### src/rtl/core/bfp_pkg.sv
// Shared types and constants of the frame table parser.
package bfp_pkg;

    localparam int LENGTH_BITS_DEF = 32;
    localparam int ENTRY_BYTES     = 24;
    localparam logic [31:0] BLOB_MAGIC = 32'h424C5445;
    localparam int MIN_HEADER      = 8;
    localparam int TABLE_START     = 12;

    // last byte positions of the header words
    localparam int MAGIC_END  = 3;
    localparam int HSIZE_END  = 7;
    localparam int COUNT_END  = 11;

    // last byte positions inside a table entry
    localparam int ENTRY_PK_END = 3;
    localparam int ENTRY_UP_END = 7;

    localparam int QUEUE_DEPTH = 4;
    localparam int QPTR_W      = $clog2(QUEUE_DEPTH);
    localparam int TDATA_W     = 128;

    localparam logic KIND_FRAME  = 1'b0;
    localparam logic KIND_STATUS = 1'b1;

    typedef enum logic [2:0] {
        PH_MAGIC,
        PH_HSIZE,
        PH_COUNT,
        PH_TABLE,
        PH_DATA,
        PH_SINGLE,
        PH_BAD
    } phase_t;

    typedef enum logic [2:0] {
        ST_OK,
        ST_TOO_SMALL,
        ST_BAD_MAGIC,
        ST_TRUNC_COUNT,
        ST_TRUNC_TABLE,
        ST_PAST_END
    } status_t;

    typedef struct packed {
        logic        record_kind;
        logic [23:0] frame_number;
        logic [31:0] frame_offset;
        logic [31:0] packed_size;
        logic [31:0] unpacked_size;
        status_t     status;
        logic        final_mark;
    } rec_t;

    typedef struct packed {
        logic [1:0] count;
        rec_t       first;
        rec_t       second;
    } push_t;

endpackage

### src/rtl/core/bfp_parser.sv
// Header and frame table parse state, one byte per request, up to two results.
module bfp_parser #(
    parameter int LENGTH_BITS = bfp_pkg::LENGTH_BITS_DEF
) (
    input  logic            clk,
    input  logic            rst_n,
    input  logic            in_fire,
    input  logic [7:0]      data_byte,
    input  logic            last_byte,
    output bfp_pkg::push_t  push
);

    localparam int AW = LENGTH_BITS + 1;
    localparam int EW = ((AW > 32) ? AW : 32) + 1;
    localparam logic [LENGTH_BITS-1:0] LEN_MAX = '1;
    localparam logic [AW-1:0]          ACC_MAX = '1;
    localparam logic [EW-1:0]          U32_MAX_E = EW'(32'hFFFFFFFF);

    logic [LENGTH_BITS-1:0] byte_cnt_reg, byte_cnt_next, cnt_inc;
    bfp_pkg::phase_t        phase_reg, phase_next, phase_mid;
    logic [31:0]            word_reg, word_next, word_mid;
    logic [23:0]            count_reg, count_next, count_mid;
    logic [23:0]            index_reg, index_next, index_mid, index_inc;
    logic [4:0]             epos_reg, epos_next, epos_mid;
    logic [31:0]            held_reg, held_next, held_mid;
    logic [AW-1:0]          acc_reg, acc_next, acc_mid;

    logic [EW-1:0]          acc_init_e, acc_add_e, acc_reg_e, diff_e;
    logic [AW-1:0]          acc_init, acc_add;
    logic [LENGTH_BITS-1:0] single_diff;
    logic                   frame_hit, single_hit;
    bfp_pkg::status_t       status_code;
    bfp_pkg::rec_t          frame_rec, single_rec, status_rec;

    always_comb
    begin
        word_mid   = {word_reg[23:0], data_byte};
        cnt_inc    = (byte_cnt_reg != LEN_MAX) ? byte_cnt_reg + LENGTH_BITS'(1) : byte_cnt_reg;
        index_inc  = index_reg + 24'd1;
        acc_init_e = EW'(bfp_pkg::TABLE_START) + (EW'(word_mid[23:0]) << 4)
                   + (EW'(word_mid[23:0]) << 3);
        acc_init   = (acc_init_e > EW'(ACC_MAX)) ? ACC_MAX : AW'(acc_init_e);
        acc_add_e  = EW'(acc_reg) + EW'(held_reg);
        acc_add    = (acc_add_e > EW'(ACC_MAX)) ? ACC_MAX : AW'(acc_add_e);
    end

    // next state
    always_comb
    begin
        phase_mid = phase_reg;
        count_mid = count_reg;
        index_mid = index_reg;
        epos_mid  = epos_reg;
        held_mid  = held_reg;
        acc_mid   = acc_reg;
        case (phase_reg)
            bfp_pkg::PH_MAGIC:
            begin
                if (byte_cnt_reg == LENGTH_BITS'(bfp_pkg::MAGIC_END))
                begin
                    phase_mid = (word_mid == bfp_pkg::BLOB_MAGIC) ? bfp_pkg::PH_HSIZE
                                                                  : bfp_pkg::PH_BAD;
                end
            end
            bfp_pkg::PH_HSIZE:
            begin
                if (byte_cnt_reg == LENGTH_BITS'(bfp_pkg::HSIZE_END))
                begin
                    phase_mid = (word_mid == 32'd0) ? bfp_pkg::PH_SINGLE : bfp_pkg::PH_COUNT;
                end
            end
            bfp_pkg::PH_COUNT:
            begin
                if (byte_cnt_reg == LENGTH_BITS'(bfp_pkg::COUNT_END))
                begin
                    count_mid = word_mid[23:0];
                    acc_mid   = acc_init;
                    index_mid = 24'd0;
                    epos_mid  = 5'd0;
                    phase_mid = (word_mid[23:0] != 24'd0) ? bfp_pkg::PH_TABLE
                                                           : bfp_pkg::PH_DATA;
                end
            end
            bfp_pkg::PH_TABLE:
            begin
                if (epos_reg == 5'(bfp_pkg::ENTRY_PK_END))
                begin
                    held_mid = word_mid;
                end
                if (epos_reg == 5'(bfp_pkg::ENTRY_UP_END))
                begin
                    acc_mid = acc_add;
                end
                if (epos_reg >= 5'(bfp_pkg::ENTRY_BYTES - 1))
                begin
                    epos_mid  = 5'd0;
                    index_mid = index_inc;
                    if (index_inc == count_reg)
                    begin
                        phase_mid = bfp_pkg::PH_DATA;
                    end
                end
                else
                begin
                    epos_mid = epos_reg + 5'd1;
                end
            end
            default:
            begin
            end
        endcase

        byte_cnt_next = byte_cnt_reg;
        phase_next    = phase_reg;
        word_next     = word_reg;
        count_next    = count_reg;
        index_next    = index_reg;
        epos_next     = epos_reg;
        held_next     = held_reg;
        acc_next      = acc_reg;
        if (in_fire)
        begin
            if (last_byte)
            begin
                byte_cnt_next = '0;
                phase_next    = bfp_pkg::PH_MAGIC;
                word_next     = '0;
                count_next    = '0;
                index_next    = '0;
                epos_next     = '0;
                held_next     = '0;
                acc_next      = '0;
            end
            else
            begin
                byte_cnt_next = cnt_inc;
                phase_next    = phase_mid;
                word_next     = word_mid;
                count_next    = count_mid;
                index_next    = index_mid;
                epos_next     = epos_mid;
                held_next     = held_mid;
                acc_next      = acc_mid;
            end
        end
    end

    // results
    always_comb
    begin
        acc_reg_e   = EW'(acc_reg);
        single_diff = cnt_inc - LENGTH_BITS'(bfp_pkg::MIN_HEADER);
        diff_e      = EW'(single_diff);

        case (phase_mid)
            bfp_pkg::PH_MAGIC,
            bfp_pkg::PH_HSIZE:
                status_code = bfp_pkg::ST_TOO_SMALL;
            bfp_pkg::PH_BAD:
                status_code = (cnt_inc < LENGTH_BITS'(bfp_pkg::MIN_HEADER))
                            ? bfp_pkg::ST_TOO_SMALL : bfp_pkg::ST_BAD_MAGIC;
            bfp_pkg::PH_COUNT:
                status_code = bfp_pkg::ST_TRUNC_COUNT;
            bfp_pkg::PH_TABLE:
                status_code = bfp_pkg::ST_TRUNC_TABLE;
            bfp_pkg::PH_SINGLE:
                status_code = bfp_pkg::ST_OK;
            default:
                status_code = (EW'(acc_mid) > EW'(cnt_inc)) ? bfp_pkg::ST_PAST_END
                                                           : bfp_pkg::ST_OK;
        endcase

        frame_rec               = '0;
        frame_rec.record_kind   = bfp_pkg::KIND_FRAME;
        frame_rec.frame_number  = index_reg;
        frame_rec.frame_offset  = (acc_reg_e > U32_MAX_E) ? 32'hFFFFFFFF : acc_reg_e[31:0];
        frame_rec.packed_size   = held_reg;
        frame_rec.unpacked_size = word_mid;
        frame_rec.status        = bfp_pkg::ST_OK;

        single_rec              = '0;
        single_rec.record_kind  = bfp_pkg::KIND_FRAME;
        single_rec.frame_offset = 32'(bfp_pkg::MIN_HEADER);
        single_rec.packed_size  = (diff_e > U32_MAX_E) ? 32'hFFFFFFFF : diff_e[31:0];
        single_rec.status       = bfp_pkg::ST_OK;

        status_rec              = '0;
        status_rec.record_kind  = bfp_pkg::KIND_STATUS;
        status_rec.status       = status_code;
        status_rec.final_mark   = 1'b1;

        frame_hit  = (phase_reg == bfp_pkg::PH_TABLE)
                  && (epos_reg == 5'(bfp_pkg::ENTRY_UP_END));
        single_hit = last_byte && (phase_mid == bfp_pkg::PH_SINGLE);

        push        = '0;
        push.second = status_rec;
        if (frame_hit)
        begin
            push.first = frame_rec;
        end
        else if (single_hit)
        begin
            push.first = single_rec;
        end
        else
        begin
            push.first = status_rec;
        end
        if (in_fire)
        begin
            push.count = 2'(frame_hit) + 2'(single_hit) + 2'(last_byte);
        end
    end

    always_ff @(posedge clk or negedge rst_n)
    begin
        if (!rst_n)
        begin
            byte_cnt_reg <= '0;
            phase_reg    <= bfp_pkg::PH_MAGIC;
            word_reg     <= '0;
            count_reg    <= '0;
            index_reg    <= '0;
            epos_reg     <= '0;
            held_reg     <= '0;
            acc_reg      <= '0;
        end
        else
        begin
            byte_cnt_reg <= byte_cnt_next;
            phase_reg    <= phase_next;
            word_reg     <= word_next;
            count_reg    <= count_next;
            index_reg    <= index_next;
            epos_reg     <= epos_next;
            held_reg     <= held_next;
            acc_reg      <= acc_next;
        end
    end

endmodule

### src/rtl/core/bfp_res_queue.sv
// Result queue: takes up to two records per cycle, hands out one.
module bfp_res_queue (
    input  logic           clk,
    input  logic           rst_n,
    input  bfp_pkg::push_t push,
    output logic           space_ok,
    input  logic           pop,
    output logic           head_valid,
    output bfp_pkg::rec_t  head
);

    localparam int CW = bfp_pkg::QPTR_W + 1;

    bfp_pkg::rec_t               entry_reg [bfp_pkg::QUEUE_DEPTH];
    logic [bfp_pkg::QPTR_W-1:0]  wr_ptr_reg, wr_ptr_next, wr_ptr_inc;
    logic [bfp_pkg::QPTR_W-1:0]  rd_ptr_reg, rd_ptr_next;
    logic [CW-1:0]               cnt_reg, cnt_next;
    logic                        do_pop;

    assign head_valid = (cnt_reg != '0);
    assign head       = entry_reg[rd_ptr_reg];
    assign space_ok   = (cnt_reg <= CW'(bfp_pkg::QUEUE_DEPTH - 2));
    assign do_pop     = pop && head_valid;
    assign wr_ptr_inc = wr_ptr_reg + bfp_pkg::QPTR_W'(1);

    always_comb
    begin
        wr_ptr_next = wr_ptr_reg + bfp_pkg::QPTR_W'(push.count);
        rd_ptr_next = rd_ptr_reg + bfp_pkg::QPTR_W'(do_pop);
        cnt_next    = cnt_reg + CW'(push.count) - CW'(do_pop);
    end

    always_ff @(posedge clk)
    begin
        if (push.count != 2'd0)
        begin
            entry_reg[wr_ptr_reg] <= push.first;
        end
        if (push.count == 2'd2)
        begin
            entry_reg[wr_ptr_inc] <= push.second;
        end
    end

    always_ff @(posedge clk or negedge rst_n)
    begin
        if (!rst_n)
        begin
            wr_ptr_reg <= '0;
            rd_ptr_reg <= '0;
            cnt_reg    <= '0;
        end
        else
        begin
            wr_ptr_reg <= wr_ptr_next;
            rd_ptr_reg <= rd_ptr_next;
            cnt_reg    <= cnt_next;
        end
    end

endmodule

### src/rtl/core/blte_frame_table_parser_core.sv
// Top level of the container header and frame table parser.
//
//  channel  | dir | payload
//  ---------+-----+------------------------------------------------------------
//  s_axis   | in  | tdata: data_byte; tlast: last_byte
//  m_axis   | out | tdata: frame fields and status; tuser: record_kind;
//           |     | tlast: final_mark
//
// One byte per cycle while s_axis_tready is high. The parse state updates on
// the accepting edge; its records enter a four-entry result queue feeding m_axis.
// s_axis_tready is high while the queue has room for two records; with m_axis
// stalled, bytes that raise no record keep flowing until three records wait.
// rst_n clears parse state and the queue asynchronously. After a request with
// tlast set, the state returns to reset and the next byte starts a new blob.
module blte_frame_table_parser_core #(
    parameter int LENGTH_BITS = bfp_pkg::LENGTH_BITS_DEF
) (
    input  logic                        clk,
    input  logic                        rst_n,
    input  logic                        s_axis_tvalid,
    output logic                        s_axis_tready,
    input  logic [7:0]                  s_axis_tdata,   // [7:0] data_byte
    input  logic                        s_axis_tlast,
    output logic                        m_axis_tvalid,
    input  logic                        m_axis_tready,
    // [23:0] frame_number, [55:24] frame_offset, [87:56] packed_size,
    // [119:88] unpacked_size, [122:120] status, [127:123] zero
    output logic [bfp_pkg::TDATA_W-1:0] m_axis_tdata,
    output logic                        m_axis_tuser,   // [0] record_kind
    output logic                        m_axis_tlast
);

    bfp_pkg::push_t push;
    bfp_pkg::rec_t  head;
    logic           in_fire;
    logic           space_ok;
    logic           head_valid;

    assign s_axis_tready = space_ok;
    assign in_fire       = s_axis_tvalid && space_ok;

    bfp_parser #(
        .LENGTH_BITS (LENGTH_BITS)
    ) u_parser (
        .clk       (clk),
        .rst_n     (rst_n),
        .in_fire   (in_fire),
        .data_byte (s_axis_tdata),
        .last_byte (s_axis_tlast),
        .push      (push)
    );

    bfp_res_queue u_queue (
        .clk        (clk),
        .rst_n      (rst_n),
        .push       (push),
        .space_ok   (space_ok),
        .pop        (m_axis_tready),
        .head_valid (head_valid),
        .head       (head)
    );

    assign m_axis_tvalid = head_valid;
    assign m_axis_tuser  = head.record_kind;
    assign m_axis_tlast  = head.final_mark;
    assign m_axis_tdata  = {5'd0, head.status, head.unpacked_size, head.packed_size,
                            head.frame_offset, head.frame_number};

endmodule

### config.mk
export PLATFORM = sky130hd
export DESIGN_NAME = blte_frame_table_parser_core
export DESIGN_NICKNAME = d
export VERILOG_FILES = /design/src/rtl/core/bfp_pkg.sv /design/src/rtl/core/bfp_parser.sv /design/src/rtl/core/bfp_res_queue.sv /design/src/rtl/core/blte_frame_table_parser_core.sv
export SDC_FILE = /design/constraint.sdc
export NUM_CORES = 2
export LEC_CHECK = 0
export BUFFER_PORTS_ARGS = -buffer_cell sky130_fd_sc_hd__buf_2
export CAP_MARGIN = 40
export CELL_PAD_IN_SITES_DETAIL_PLACEMENT = 1
export CELL_PAD_IN_SITES_GLOBAL_PLACEMENT = 1
export CORE_AREA = 4 4 252 315
export CTS_BUF_LIST = sky130_fd_sc_hd__clkbuf_16
export CTS_CLUSTER_DIAMETER = 50
export CTS_CLUSTER_SIZE = 30
export DETAILED_ROUTE_END_ITERATION = 7
export DIE_AREA = 0 0 256 319
export GPL_ROUTABILITY_DRIVEN = 0
export GPL_TIMING_DRIVEN = 0
export PLACE_DENSITY_LB_ADDON = 0.1
export SYNTH_ARGS = -nofsm -noshare
export SYNTH_HDL_FRONTEND = slang
export SYNTH_SLANG_ARGS = --single-unit
### constraint.sdc
create_clock -name clk -period 5.24 [get_ports clk]
set_clock_uncertainty 0.1 [all_clocks]
set_input_delay 0 -clock clk [delete_from_list [all_inputs] [get_ports clk]]
set_output_delay 0 -clock clk [all_outputs]
set_load 0.02 [all_outputs]
==> results.sh <==
export IMPL_outcome="finished, violations left"
export IMPL_failed_checks="negative setup slack"
export IMPL_synthArstFlopShare_pct=27.1
export IMPL_crit_slowest_cell="dfrtp_2"
export IMPL_min_period_ns=5.82
export IMPL_detail_route_antenna_nets=0
export IMPL_synth_edf_count=12
export IMPL_cts_tree="done"
export IMPL_htree_num_levels=3
export IMPL_ys_seq_area_share_pct=43.0
export IMPL_core_mm2=0.0761
export IMPL_drt_vias_per_instance=6.77
export IMPL_cellPowerDensity_mw_per_mm2=447
export IMPL_pwr_share_clk_pct=29.1
export IMPL_cp_top_family="compound AO/OA/AOI/OAI gates"
export IMPL_criticalPathCategory="flip-flop to flip-flop"
export IMPL_cap_violations=0
export IMPL_setup_ws_ns=-0.579
export IMPL_fmax_ghz=0.172
export IMPL_die_height_um=319
export IMPL_start_kind="flip-flop"
export IMPL_hold_viol_final=0
export IMPL_fillerInstances=8168
export IMPL_netlist_top_cells_count="dfxtp_1, clkbuf_1, a32o_1, nand2_1, a21oi_1"
export IMPL_grt_ovfl_total=0
export IMPL_period_share_pct=111
export IMPL_end_kind="flip-flop"
export IMPL_grt_pass1_vias=33000
export IMPL_grt_start_max_net_pins=112
export IMPL_tightest_slew_ns=1.00
export IMPL_clock_latency_ns=0.67
export IMPL_slowest_delay_ns=0.47
export IMPL_whs_ns=0.0452
export IMPL_netlist_cell_type_count=88
export IMPL_hpwl_mm=107
export IMPL_initial_utilization_pct=44.8
export IMPL_io_pins=145
export IMPL_rows=113
export IMPL_cp_data_required_time_ns=5.53
export IMPL_post_place_cells=4528
export IMPL_ys_seq_elements=680
export IMPL_ff_latch_area_mm2=0.0147
export IMPL_final_core_util_pct=56.1
export IMPL_first_pass_iters=5
export IMPL_hp_class="input port to flip-flop"
export IMPL_slew_headroom_pct=33.3
export IMPL_multi_input_area_mm2=0.0191
export IMPL_final_cells=4801
export IMPL_yosysMostFrequentCell="dfxtp_1"
export IMPL_cts_inserted_buffers=72
export IMPL_finalWirelength_mm=150
export IMPL_critPathMaxFanout=4
export IMPL_dieArea_mm2=0.0817
export IMPL_portBuffers=139
export IMPL_p_int_mw=11.4
export IMPL_p_sw_share_pct=40.2
export IMPL_met2_usage_pct=56.0
export IMPL_crit_top_cell="a21o_1"
export IMPL_grt_pass1_wl_mm=214
export IMPL_p_seq_share_pct=33.5
export IMPL_grt_use_met3_pct=5.52
export IMPL_synth_top_area_share_pct=28.4
export IMPL_busiest_layer="met2"
export IMPL_power_switching_mw=7.69
export IMPL_fin_nets=3896
export IMPL_syn2layout_area_growth_pct=25.3
export IMPL_rsz0062_at_grt="yes"
export IMPL_grt_usage_pct=34.1
export IMPL_leakage_nw=17.4
export IMPL_path_clk_slew_ns=0.08
export IMPL_syn_inst=3375
export IMPL_yosys_area_top_type="dfxtp_1"
export IMPL_clock_sinks=680
export IMPL_antenna_found_initial=5
export IMPL_placed_area_mm2=0.0365
export IMPL_post_drt_wl_per_cell_um=31.2
export IMPL_syn_area_mm2=0.0341
export IMPL_drive_gt1_share_pct=24.6
export IMPL_cts_buffer_depth=3
export IMPL_vias=32500
export IMPL_drc=0
export IMPL_peakVddDrop_mv=0.246
export IMPL_synth_area_per_cell_um2=10.1
export IMPL_fin_area_mm2=0.0427
export IMPL_pre_cts_slack_ns=-2.53
export IMPL_yosys_warnings=0
export IMPL_clockRootBuffer="clkbuf_16"
export IMPL_worstPathArrival_ns=6.10
export IMPL_yosys_top_cells_area="dfxtp_1, dfrtp_1, mux4_2"
export IMPL_largest_register_ffs=496
export IMPL_drv_slew=0
export IMPL_setup_viol=498
export IMPL_crit_buf_inv=5
export IMPL_dieWidth_um=256
export IMPL_synthFlopType="dfxtp_1"
export IMPL_p_comb_share_pct=37.5
export IMPL_drtIter0Drc=3060
export IMPL_met1_usage_pct=43.5
layout by cell type (no fill, tap or decap), types with 78 or more instances in the layout:
master | Yosys | routed
clkbuf_16 | 0 | 92
mux4_2 | 124 | 124
ha_1 | 116 | 100
a21oi_1 | 224 | 184
a22o_1 | 203 | 203
buf_2 | 24 | 172
nand3_1 | 83 | 78
a32o_1 | 225 | 224
nor2_1 | 164 | 156
buf_4 | 7 | 121
nand2_1 | 225 | 221
dfxtp_1 | 484 | 484
o21ai_0 | 156 | 142
a31oi_1 | 142 | 129
clkbuf_1 | 267 | 124
dfrtp_1 | 184 | 166
logic make-up after synthesis:
logic type	Yosys count	synth area share (%)
AND/OR/NAND/NOR	735	10.7
AO/OA/AOI/OAI	1191	25.7
buffers and inverters	388	4.44
flip-flops	680	43.0
adder cells (fa/ha/maj)	120	4.49
XOR/XNOR	129	3.31
other	1	0.0110
multiplexers	131	8.41
final cells by class:
cell class	instances	share of cell area [%]
flip-flops and latches	680	34.4
plain buffers	308	4.80
inverters	68	0.598
repair buffers	322	6.68
clock buffers	73	4.28
diodes	1	0.00586
clock inverters	61	1.74
multi-input cells	2311	44.7
well taps	977	2.86
repair_timing:
| action | in CTS | in global routing |
|---|---|---|
| resized for setup | 311 | 450 |
| hold buffers | 22 | 0 |
| cloned | 0 | 19 |
| pin swaps | 57 | 85 |
| setup endpoints to repair | 513 | 509 |
| hold endpoints to repair | 239 | 0 |
| buffers inserted | 49 | 61 |
power by group through the flow:
stage	Sequential [mW]	Combinational (mW)	Clock [mW]
floorplan	6.22	3.84	0
global placement	6.35	5.96	0
detailed placement	6.42	6.30	0
CTS	6.34	6.58	5.58
global route	6.45	7.48	5.82
finish	6.40	7.16	5.55
routing by layer:
| metal | share of wire (%) | wire, um |
|---|---|---|
| met5 | 0.0093 | 14 |
| met4 | 6.5 | 9740 |
| met3 | 7.5 | 11300 |
| met2 | 47 | 69900 |
| met1 | 39 | 58800 |
path summary, 6_finish.rpt:
path	start	endpoint	slack (ns)	depth (start not counted)
min in group asynchronous	rst_n	u_parser.word_reg[4]	0.37	4
worst max register to register	u_parser.held_reg[0]	u_queue.entry_reg[1][1]	-0.58	27
worst min register to register	u_queue.entry_reg[3][114]	u_queue.entry_reg[3][114]	0.37	1
worst min-delay path	s_axis_tdata[0]	u_parser.held_reg[0]	0.05	3
worst max-delay path	u_parser.held_reg[0]	u_queue.entry_reg[1][1]	-0.58	27
max in group asynchronous	rst_n	u_parser.index_reg[15]	4.10	4
worst min-delay path, delay by kind of cell:
kind / cells / cell delay, ns
AO/OA/AOI/OAI: 1 / 0.31
buffers and inverters: 2 / 0.46
stage by stage:
step	setup TNS, ns	total power [mW]
detailed placement	-1001.99	12.7
floorplan	0	10.1
global placement	-1211.87	12.3
global route	-90.23	19.8
finish	-50.39	19.1
CTS	-4.02	18.5
(Power assumes the default switching activity.)
